`src/assert_macros.svh`:
```
// Assertion helpers shared by the RTL.
`ifndef ASSERT_MACROS_SVH
`define ASSERT_MACROS_SVH

`ifndef ASSERT_OFF

// Property must hold at every rising edge outside reset.
`define ASSERT_AT(lbl, clk, rstn, prop) \
	lbl: assert property (@(posedge clk) disable iff (!rstn) (prop)) \
		else $error("assertion failed");

// Condition must never be true at a rising edge outside reset.
`define ASSERT_NEVER(lbl, clk, rstn, cond) \
	lbl: assert property (@(posedge clk) disable iff (!rstn) !(cond)) \
		else $error("forbidden condition seen");

`else

`define ASSERT_AT(lbl, clk, rstn, prop)
`define ASSERT_NEVER(lbl, clk, rstn, cond)

`endif

`endif

```
`src/twce_pkg.sv`:
```
`default_nettype none

package twce_pkg;

	localparam int DEF_MAX_COLS = 128;
	localparam int DEF_MAX_ROWS = 32;

	localparam int KIND_W      = 4;
	localparam int CHAR_W      = 8;
	localparam int COL_W       = 7;
	localparam int ROW_W       = 5;
	localparam int IN_TDATA_W  = 24;
	localparam int OUT_TDATA_W = 48;

	localparam int COLS_W     = 8;
	localparam int ROWS_W     = 6;
	localparam int CFG_IDX_W  = 2;
	localparam int CFG_DATA_W = 8;

	localparam logic [CFG_IDX_W-1:0] CFG_COLUMNS = 2'd0;
	localparam logic [CFG_IDX_W-1:0] CFG_ROWS    = 2'd1;
	localparam logic [CFG_IDX_W-1:0] CFG_SCROLL  = 2'd2;

	localparam logic [COLS_W-1:0] COLS_RST   = 8'd80;
	localparam logic [ROWS_W-1:0] ROWS_RST   = 6'd30;
	localparam logic              SCROLL_RST = 1'b1;

	localparam logic [CHAR_W-1:0] CHAR_SPACE = 8'h20;
	localparam logic [CHAR_W-1:0] CHAR_LAST  = 8'h7F;
	localparam int                TAB_STEP   = 8;

	typedef enum logic [KIND_W-1:0] {
		K_CHAR    = 4'd0,
		K_TAB     = 4'd1,
		K_LEFT    = 4'd2,
		K_RIGHT   = 4'd3,
		K_UP      = 4'd4,
		K_DOWN    = 4'd5,
		K_PGUP    = 4'd6,
		K_PGDN    = 4'd7,
		K_HOME    = 4'd8,
		K_END     = 4'd9,
		K_BKSP    = 4'd10,
		K_NEWLINE = 4'd11,
		K_CLEAR   = 4'd12,
		K_READ    = 4'd13
	} kind_t;

	typedef enum logic [2:0] {
		SW_NONE,
		SW_INIT,
		SW_FILL,
		SW_SCROLL,
		SW_BLANK
	} sweep_t;

	typedef enum logic [3:0] {
		ST_INIT,
		ST_IDLE,
		ST_CLAMP,
		ST_EXEC,
		ST_FILL,
		ST_SCROLL,
		ST_DRAIN,
		ST_BLANK,
		ST_FINISH
	} state_t;

	typedef struct packed {
		logic   load;
		logic   clamp;
		logic   exec;
		logic   finish;
		sweep_t sweep;
	} cmd_t;

	typedef struct packed {
		logic init_last;
		logic fill_last;
		logic scroll_last;
		logic blank_last;
		logic go_fill;
		logic go_scroll;
		logic row_one;
	} status_t;

	// Two thirds of the height, rounded down: 2h/3 as a multiply by 342/512.
	function automatic logic [7:0] page_of(input logic [7:0] h);
		logic [16:0] p;
		p = {9'd0, h} * 17'd342;
		return p[16:9];
	endfunction

endpackage

`default_nettype wire

```
`src/twce_ctrl.sv`:
```
`default_nettype none

module twce_ctrl import twce_pkg::*; (
	input  wire logic    clk,
	input  wire logic    arst_n,
	input  wire logic    s_tvalid,
	output      logic    s_tready,
	output      logic    m_tvalid,
	input  wire logic    m_tready,
	output      cmd_t    cmd,
	input  wire status_t status
);

	state_t state_q, state_d;
	logic   m_tvalid_q;

	always_ff @(posedge clk or negedge arst_n) begin
		if (!arst_n) begin
			state_q <= ST_INIT;
		end else begin
			state_q <= state_d;
		end
	end

	always_comb begin
		state_d    = state_q;
		cmd        = '0;
		cmd.sweep  = SW_NONE;
		s_tready   = 1'b0;
		case (state_q)
			ST_INIT: begin
				cmd.sweep = SW_INIT;
				if (status.init_last) begin
					state_d = ST_IDLE;
				end
			end
			ST_IDLE: begin
				s_tready = 1'b1;
				if (s_tvalid) begin
					cmd.load = 1'b1;
					state_d  = ST_CLAMP;
				end
			end
			ST_CLAMP: begin
				cmd.clamp = 1'b1;
				state_d   = ST_EXEC;
			end
			ST_EXEC: begin
				cmd.exec = 1'b1;
				if (status.go_fill) begin
					state_d = ST_FILL;
				end else if (status.go_scroll) begin
					state_d = status.row_one ? ST_BLANK : ST_SCROLL;
				end else begin
					state_d = ST_FINISH;
				end
			end
			ST_FILL: begin
				cmd.sweep = SW_FILL;
				if (status.fill_last) begin
					state_d = ST_FINISH;
				end
			end
			ST_SCROLL: begin
				cmd.sweep = SW_SCROLL;
				if (status.scroll_last) begin
					state_d = ST_DRAIN;
				end
			end
			// The last copied cell is written here, before the bottom row is blanked.
			ST_DRAIN: begin
				state_d = ST_BLANK;
			end
			ST_BLANK: begin
				cmd.sweep = SW_BLANK;
				if (status.blank_last) begin
					state_d = ST_FINISH;
				end
			end
			ST_FINISH: begin
				if (!m_tvalid_q || m_tready) begin
					cmd.finish = 1'b1;
					state_d    = ST_IDLE;
				end
			end
			default: begin
				state_d = ST_IDLE;
			end
		endcase
	end

	always_ff @(posedge clk or negedge arst_n) begin
		if (!arst_n) begin
			m_tvalid_q <= 1'b0;
		end else if (cmd.finish) begin
			m_tvalid_q <= 1'b1;
		end else if (m_tready) begin
			m_tvalid_q <= 1'b0;
		end
	end

	assign m_tvalid = m_tvalid_q;

endmodule

`default_nettype wire

```
`config.mk`:
```
export PLATFORM = sky130hd
export DESIGN_NAME = twce_ctrl
export DESIGN_NICKNAME = d
export VERILOG_FILES = /design/src/assert_macros.svh /design/src/twce_pkg.sv /design/src/twce_ctrl.sv
export SDC_FILE = /design/constraint.sdc
export NUM_CORES = 1
export LEC_CHECK = 0
export BUFFER_PORTS_ARGS = -buffer_cell sky130_fd_sc_hd__buf_2
export CAP_MARGIN = 40
export CORE_AREA = 4 4 41 43
export DETAILED_ROUTE_END_ITERATION = 6
export DIE_AREA = 0 0 45 47
export PLACE_DENSITY = 0.62
export SLEW_MARGIN = 20
export SYNTH_ARGS = -nofsm -noshare
export SYNTH_HDL_FRONTEND = slang
export SYNTH_SLANG_ARGS = --single-unit
```
`constraint.sdc`:
```
create_clock -name clk -period 1.4 [get_ports clk]
set_input_delay 0.07 -clock clk [delete_from_list [all_inputs] [get_ports clk]]
set_output_delay 0.07 -clock clk [all_outputs]
set_load 0.005 [all_outputs]
```
==> out/results.ini, run 1 <==
[pwr]
switching_share_pct = 42.35
power_frac_seq_pct = 16.9
p_sw_w = 0.0007297
intPower_w = 0.0009932
ir_worst_vdd_mv = 0.9331
p_per_area_nw_per_um2 = 2276
combPwrFrac_pct = 73.4
p_total_w = 0.001723
p_leak_nw = 0.3688
p_clk_share_pct = 9.7

[logic_synthesis]
synth_top_family_by_area = simple AND/OR/NAND/NOR gates
synth_area_leaders = dfrtp_1 28%, nor3_1 5.6%, buf_6 5.1%, nor2_1 5.1%, nor2b_1 4.2%
netlist_top_cells_count = 6 x nor2_1, 5 x dfrtp_1, 5 x nor3_1
ys_types = 29
synth_fa_ha_area_share_pct = 0
synth_area_um2 = 445.4
yosysMostFrequentCell = nor2_1
synth_edf_count = 0
synth-main-ff-cell = dfrtp_1
synth_fp_nets = 65
yosys.area_share.simple_pct = 39.61
synth-seq-area-share_pct = 28.09
yosysTopAreaCell = dfrtp_1
async_flop_share_pct = 100.0
synthCells = 54
synth_xor_area_share_pct = 1.966
postSynthRegisterBits = 5
synth-compound-area-share_pct = 21.91
syn_avg_cell_area_um2 = 8.249
yosysWarnings = 0
synth.area.mux_share_pct = 0
synth_top_cell_area_share_pct = 28.09

[clock_tree]
clock_latency_ps = 240
cts_buffer_depth = 2
root_buffer = clkbuf_4
h-tree-depth = 1
cts_tree = yes
cts_made_buffers = 3
cts_num_sinks = 5
clk_pin_slew_ps = 40

[detailed_routing]
antenna_violating_nets_post_route = 0
via_per_inst = 4.981
dr.first_iter.drc_count = 5
num_vias = 518
drtPass1Iterations = 4
wl_per_cell_um = 13.50
drt_wl_total_um = 1404
drc = 0

[floorplan]
die_h_um = 47
core_area_um2 = 1301
pin_count = 20
rows = 13
die_area_um2 = 2115
die_x_um = 45
initial_core_util_pct = 34.23

[sta]
period_needed_ps = 1473
clock.fmax_ghz = 0.6787
setup_viol = 2
fin_crit_sh_pct = 105.2
fin_skew_ps = 5.120
drv_slew = 0
rsz0062_at_grt = yes
relSlewSlack_pct = 78.94
tightestPinTransition_ps = 313.0
fin_ws_ps = -73.35
hold_violations = 0

[global_route]
grt_max_degree = 11
grt_pass1_vias = 528
antenna_found_initial = 0
grt_overflow_total = 0
globalRouteTotalUtil_pct = 14.27
grt_first_pass_wirelength_um = 2187

[outcome]
outcome = finished, violations left
violations = negative setup slack

[critical_path]
r2r_start = state_q[0]$_DFFE_PN0P_
cp.required_ps = 1530
crit_fanout = 3
crit_chain = buf_6 > and3b_1 > o21bai_2 > o211ai_2 > o31a_1
critPathCaptureType = register
critPathSlowestCell = dfrtp_2
crit_type = reg -> reg
cp_slowest_stage_delay_ps = 420
critPathLaunch = state_q[0]$_DFFE_PN0P_
critPathLaunchType = register
crit_arrival_ps = 1600

[finish]
syn2layout_area_growth_pct = 69.94
drive_gt1_share_pct = 60.67
postLayoutCoreUtil_pct = 58.17
nFillCells = 119
nets = 101
n_antenna_cell = 0

[placement]
place_hpwl_um = 967.3
numPortBuffers = 19
gp_congestion = 0.8470

[flow_run]
drv_cap = 0

[worst_hold_path]
hold_start = status[3]
hold_path_class = in -> reg

[cells by family after synthesis]
group	count (synthesis)
AO/OA/AOI/OAI	13
XOR/XNOR	1
buffers and inverters	5
flip-flops	5
AND/OR/NAND/NOR	30
[cells in the final DEF (no fill, tap or decap), types with 2 or more instances in the layout]
cell	netlist	layout
dfrtp_2	0	3
buf_6	2	5
a21oi_1	3	2
nor3_1	5	3
nor2_1	6	4
nor2_2	1	2
dfrtp_1	5	2
and2_1	2	2
nor4_1	2	2
nand2_1	3	2
buf_4	1	9
clkbuf_4	0	3
or2_1	2	2
buf_2	0	19
nor2b_1	3	2
inv_1	2	2
nand2b_1	2	2
nor2b_4	1	2
[power groups by stage]
stage	clock network (W)	logic [W]	registers [W]
after floorplan	0	0.000624	0.000265
after global placement	0	0.000884	0.000319
after detailed placement	0	0.000881	0.000319
after CTS	0.000171	0.00108	0.000273
after global routing	0.000191	0.00137	0.000302
final	0.000168	0.00126	0.000291
[registers in the layout, summed over array words and instances (netlist names)]
signal and count:
m_tvalid 1, state_q 4
[cell type report]
class                   count  area (um^2)  area share (%)
clock buffers               4        26.28           3.471
inverters                   2        7.507          0.9917
well taps                  15        18.77           2.479
repair buffers             34        229.0           30.25
multi-input cells          44        346.6           45.79
flip-flops and latches      5        128.9           17.02
[worst max-delay path, delay by kind of cell, from the launching register on]
family,cells,cell delay [ps]
AOI/OAI and AO/OA,3,630
DFF,1,420
and+or+nand+nor,1,170
buffers and inverters,1,120
[worst paths after layout]
path	slack, ps	endpoint	depth (start not counted)
max	-70	state_q[0]$_DFFE_PN0P_	5
min	70	state_q[1]$_DFFE_PN0P_	2
max reg2reg	-70	state_q[0]$_DFFE_PN0P_	5
min reg2reg	570	m_tvalid$_DFFE_PN0P_	2
max in group asynchronous	1080	state_q[3]$_DFFE_PN0P_	2
min in group asynchronous	170	m_tvalid$_DFFE_PN0P_	2
[per-stage QoR]
| stage | setup TNS (ps) | setup slack, ps | cells | hold WS, ps | area, um^2 |
|---|---|---|---|---|---|
| 3_5_place_dp | -15.92 | -15.92 | 93 | -110.4 | 589.3 |
| 6_report | -143.8 | -73.35 | 104 | 68.32 | 757.0 |
| 4_1_cts | -179.9 | -70.60 | 104 | 63.83 | 686.9 |
| 3_3_place_gp | 0 | 21.45 | 93 | -112.5 | 589.3 |
| 2_1_floorplan | 0 | 96.12 | 54 | -225.6 | 445.4 |
| 5_1_grt | -344.3 | -143.0 | 104 | 55.60 | 757.0 |
[routing by layer]
layer,wire length [um],vias to the layer above,global-route usage [%]
li1,-,265,-
met1,607,239,17.24
met2,736,14,23.73
met3,60,0,4.981
met4,0,0,4.678
met5,0,-,0
[repair_timing]
| item | CTS | global route |
|---|---|---|
| endpoints found under the setup margin | 4 | 11 |
| hold buffers | 1 | 0 |
| endpoints found under the hold margin | 5 | 0 |
| pin swaps | 1 | 5 |
| resized for setup | 6 | 16 |
| setup buffers | 6 | 1 |
No activity file was read; power rests on OpenSTA's default activity.
==> run 2: changes to the inputs <==
ABC_AREA = 1   (was not set)
PLACE_DENSITY = 0.65   (was 0.62)
SETUP_SLACK_MARGIN = 0.4   (was not set)
==> run 2 against run 1 <==
  * Via count is 9.3% higher
  * Global-route usage is 1.0 points lower
  * Non-clock buffer count is 7 lower
  * Clock skew is 1.5 ps lower
  * Largest cell class unchanged
  * Die area stayed put
  * Final area is 0.66% lower
  * Register-to-register slack better by 190 ps
  * Cell count is 15% higher
  * Sequential power is 7.9% higher
  * The flow now finishes without violations
  * First-iteration DRC count is 120% higher
  * Clock power hardly changed
==> out/results.ini, run 2 <==
[sta]
rsz0062_at_grt = yes
tightestPinTransition_ps = 182.6  ; -130.5 ps
drv_slew = 0  ; unchanged
setup_viol = 0  ; -2
fin_crit_sh_pct = 91.82  ; -13 points
relSlewSlack_pct = 87.83  ; +8.9 points
fin_ws_ps = 114.5  ; +187.9 ps
hold_slack_ps = 127.0  ; +58.72 ps
period_needed_ps = 1285  ; -187.9 ps
clock.fmax_ghz = 0.7779  ; +15%
setup_tns_ps = 0  ; +143.8 ps
fin_skew_ps = 3.653  ; -1.468 ps
hold_violations = 0  ; unchanged

[clock_tree]
cts_tree = yes
cts_buffer_depth = 2  ; unchanged
h-tree-depth = 1  ; unchanged
root_buffer = clkbuf_4
clock_latency_ps = 240  ; about the same
clk_pin_slew_ps = 40  ; about the same
cts_num_sinks = 5  ; unchanged
cts_made_buffers = 3  ; unchanged

[logic_synthesis]
synth-seq-area-share_pct = 26.32  ; -1.8 points
synth_area_um2 = 475.5  ; +6.7%
postSynthRegisterBits = 5  ; unchanged
yosysTopAreaCell = dfrtp_1
synth_area_leaders = dfrtp_1 26%, nand2_1 13%, nor2_4 12%, nand3_1 11%, inv_1 10%
async_flop_share_pct = 100.0  ; unchanged
synth-compound-area-share_pct = 3.947  ; -18 points
yosysWarnings = 0  ; unchanged
synth.area.mux_share_pct = 0  ; unchanged
syn_avg_cell_area_um2 = 6.425  ; -22%
synth_fa_ha_area_share_pct = 0  ; unchanged
yosysMostFrequentCell = nand2_1
synth_edf_count = 0  ; unchanged
synth_top_family_by_area = simple AND/OR/NAND/NOR gates
synth_xor_area_share_pct = 0  ; -2.0 points
netlist_top_cells_count = 17 x nand2_1, 13 x inv_1, 10 x nand3_1
synth_top_cell_area_share_pct = 26.32  ; -1.8 points
synth_fp_nets = 85  ; +31%
yosys.area_share.simple_pct = 57.89  ; +18 points
ys_types = 15  ; -48%
synthCells = 74  ; +37%
synth-main-ff-cell = dfrtp_1

[flow_run]
drv_cap = 0  ; unchanged

[critical_path]
crit_fanout = 5  ; +2
critPathCaptureType = output pin
crit_type = reg -> out
crit_arrival_ps = 1220  ; -380 ps
critPathLaunchType = register
reg2reg_slack_ps = 120  ; +190 ps
rr_worst_depth = 9  ; +4
cp.required_ps = 1330  ; -200 ps

[global_route]
globalRouteTotalUtil_pct = 13.26  ; -1.0 points
grt_overflow_total = 0  ; unchanged
grt_first_pass_wirelength_um = 2035  ; -7.0%
grt_max_degree = 6  ; -5
antenna_found_initial = 0  ; unchanged
grt_pass1_vias = 492  ; -6.8%

[finish]
final_area_um2 = 752.0  ; -0.66%
syn2layout_area_growth_pct = 58.16
nets = 117  ; +16%
top_register = state_q
drive_gt1_share_pct = 59.05  ; -1.6 points
final_common_cell = buf_2
n_antenna_cell = 0  ; unchanged
largest_reg_flops = 4  ; unchanged
nFillCells = 122  ; +2.5%
final_cell_mix = 19 x buf_2, 14 x nand2_1, 9 x inv_1

[floorplan]
pin_count = 20  ; unchanged
rows = 13  ; unchanged
die_h_um = 47  ; unchanged
die_area_um2 = 2115  ; unchanged
initial_core_util_pct = 36.54  ; +2.3 points
core_area_um2 = 1301  ; unchanged
die_x_um = 45  ; unchanged

[pwr]
p_total_w = 0.001467  ; -15%
p_leak_nw = 0.4221  ; +14%
p_per_area_nw_per_um2 = 1951  ; -14%
ir_worst_vdd_mv = 0.7426  ; -20%

[outcome]
outcome = finished, final reports clean

[detailed_routing]
drtPass1Iterations = 4  ; unchanged
drt_wl_total_um = 1336  ; -4.8%
wl_per_cell_um = 11.13  ; -18%
antenna_violating_nets_post_route = 0  ; unchanged
dr.first_iter.drc_count = 11  ; +6
num_vias = 566  ; +9.3%
via_per_inst = 4.717  ; -5.3%
drc = 0  ; unchanged

[placement]
place_hpwl_um = 925.6  ; -4.3%
numPortBuffers = 19  ; unchanged
post-place-ws_ps = 169.6  ; +185.6 ps
gp_congestion = 0.7963  ; -6.0%
place_area_um2 = 594.3  ; +0.85%

[worst_hold_path]
hold_path_class = in -> reg
hold_depth = 3  ; +1

## run 2: cell types whose count changed in the layout (fill, tap and decap cells not counted), moves of 6 or more
cell,change
inv_2,+6
nand3_1,+8
nor2_4,+6
nand2_1,+12
inv_1,+7
## run 2: worst max-delay path: stages (launching register included)
cell and delay [ps]:
dfrtp_2 470, nor2_4 150, nand3_2 130, nor2_1 120
buf_2 110
## run 2: timing repair
action	CTS	global route
hold endpoints to repair	5	0
gates resized for setup	14	9
hold buffers	1	0
buffers inserted	5	2
endpoints found under the setup margin	12	12
pin swaps	6	7
## run 2: cells by family (layout without fill, tap and decap cells)
logic type	count (synthesis)	count (layout)
AND/OR/NAND/NOR	51	51
flip-flops	5	5
buffers and inverters	15	46
AO/OA/AOI/OAI	3	3
## run 2: metal layers
metal | global-route usage, % | part of all wire, % | routed length, um
met1 | 15.94 | 38 | 508
met2 | 23.45 | 56 | 746
met4 | 2.924 | 0.75 | 10
met3 | 3.831 | 5.2 | 70
met5 | 0 | 0 | 0
## run 2: per-stage QoR
stage | util [%] | cells
2_1_floorplan | - | 74
3_3_place_gp | 45.67 | 108
3_5_place_dp | 45.67 | 108
4_1_cts | 53.75 | 118
5_1_grt | 57.79 | 120
6_report | 57.79 | 120
## run 2: final timing paths
path | to | start
setup reg to reg | state_q[0]$_DFFE_PN0P_ | state_q[2]$_DFFE_PN0P_
hold reg to reg | state_q[0]$_DFFE_PN0P_ | state_q[0]$_DFFE_PN0P_
setup / recovery | cmd[3] | state_q[1]$_DFFE_PN0P_
max in group asynchronous | state_q[0]$_DFFE_PN0P_ | arst_n
min in group asynchronous | m_tvalid$_DFFE_PN0P_ | arst_n
hold / removal | m_tvalid$_DFFE_PN0P_ | m_tready
## run 2: final cells by class
type	count	area, um^2	share of cell area, %
inverter	15	56.30	7.488
sequential	5	128.9	17.14
timing repair buffer	27	168.9	22.46
tap	15	18.77	2.496
clock buffer	4	26.28	3.494
multi-input combinational	54	352.8	46.92
## run 2: power breakdown
part,internal (W),total (W),switching [W]
Combinational,0.000435,0.000989,0.000553
Clock,0.000108,0.000165,0.0000570
Sequential,0.000210,0.000314,0.000104
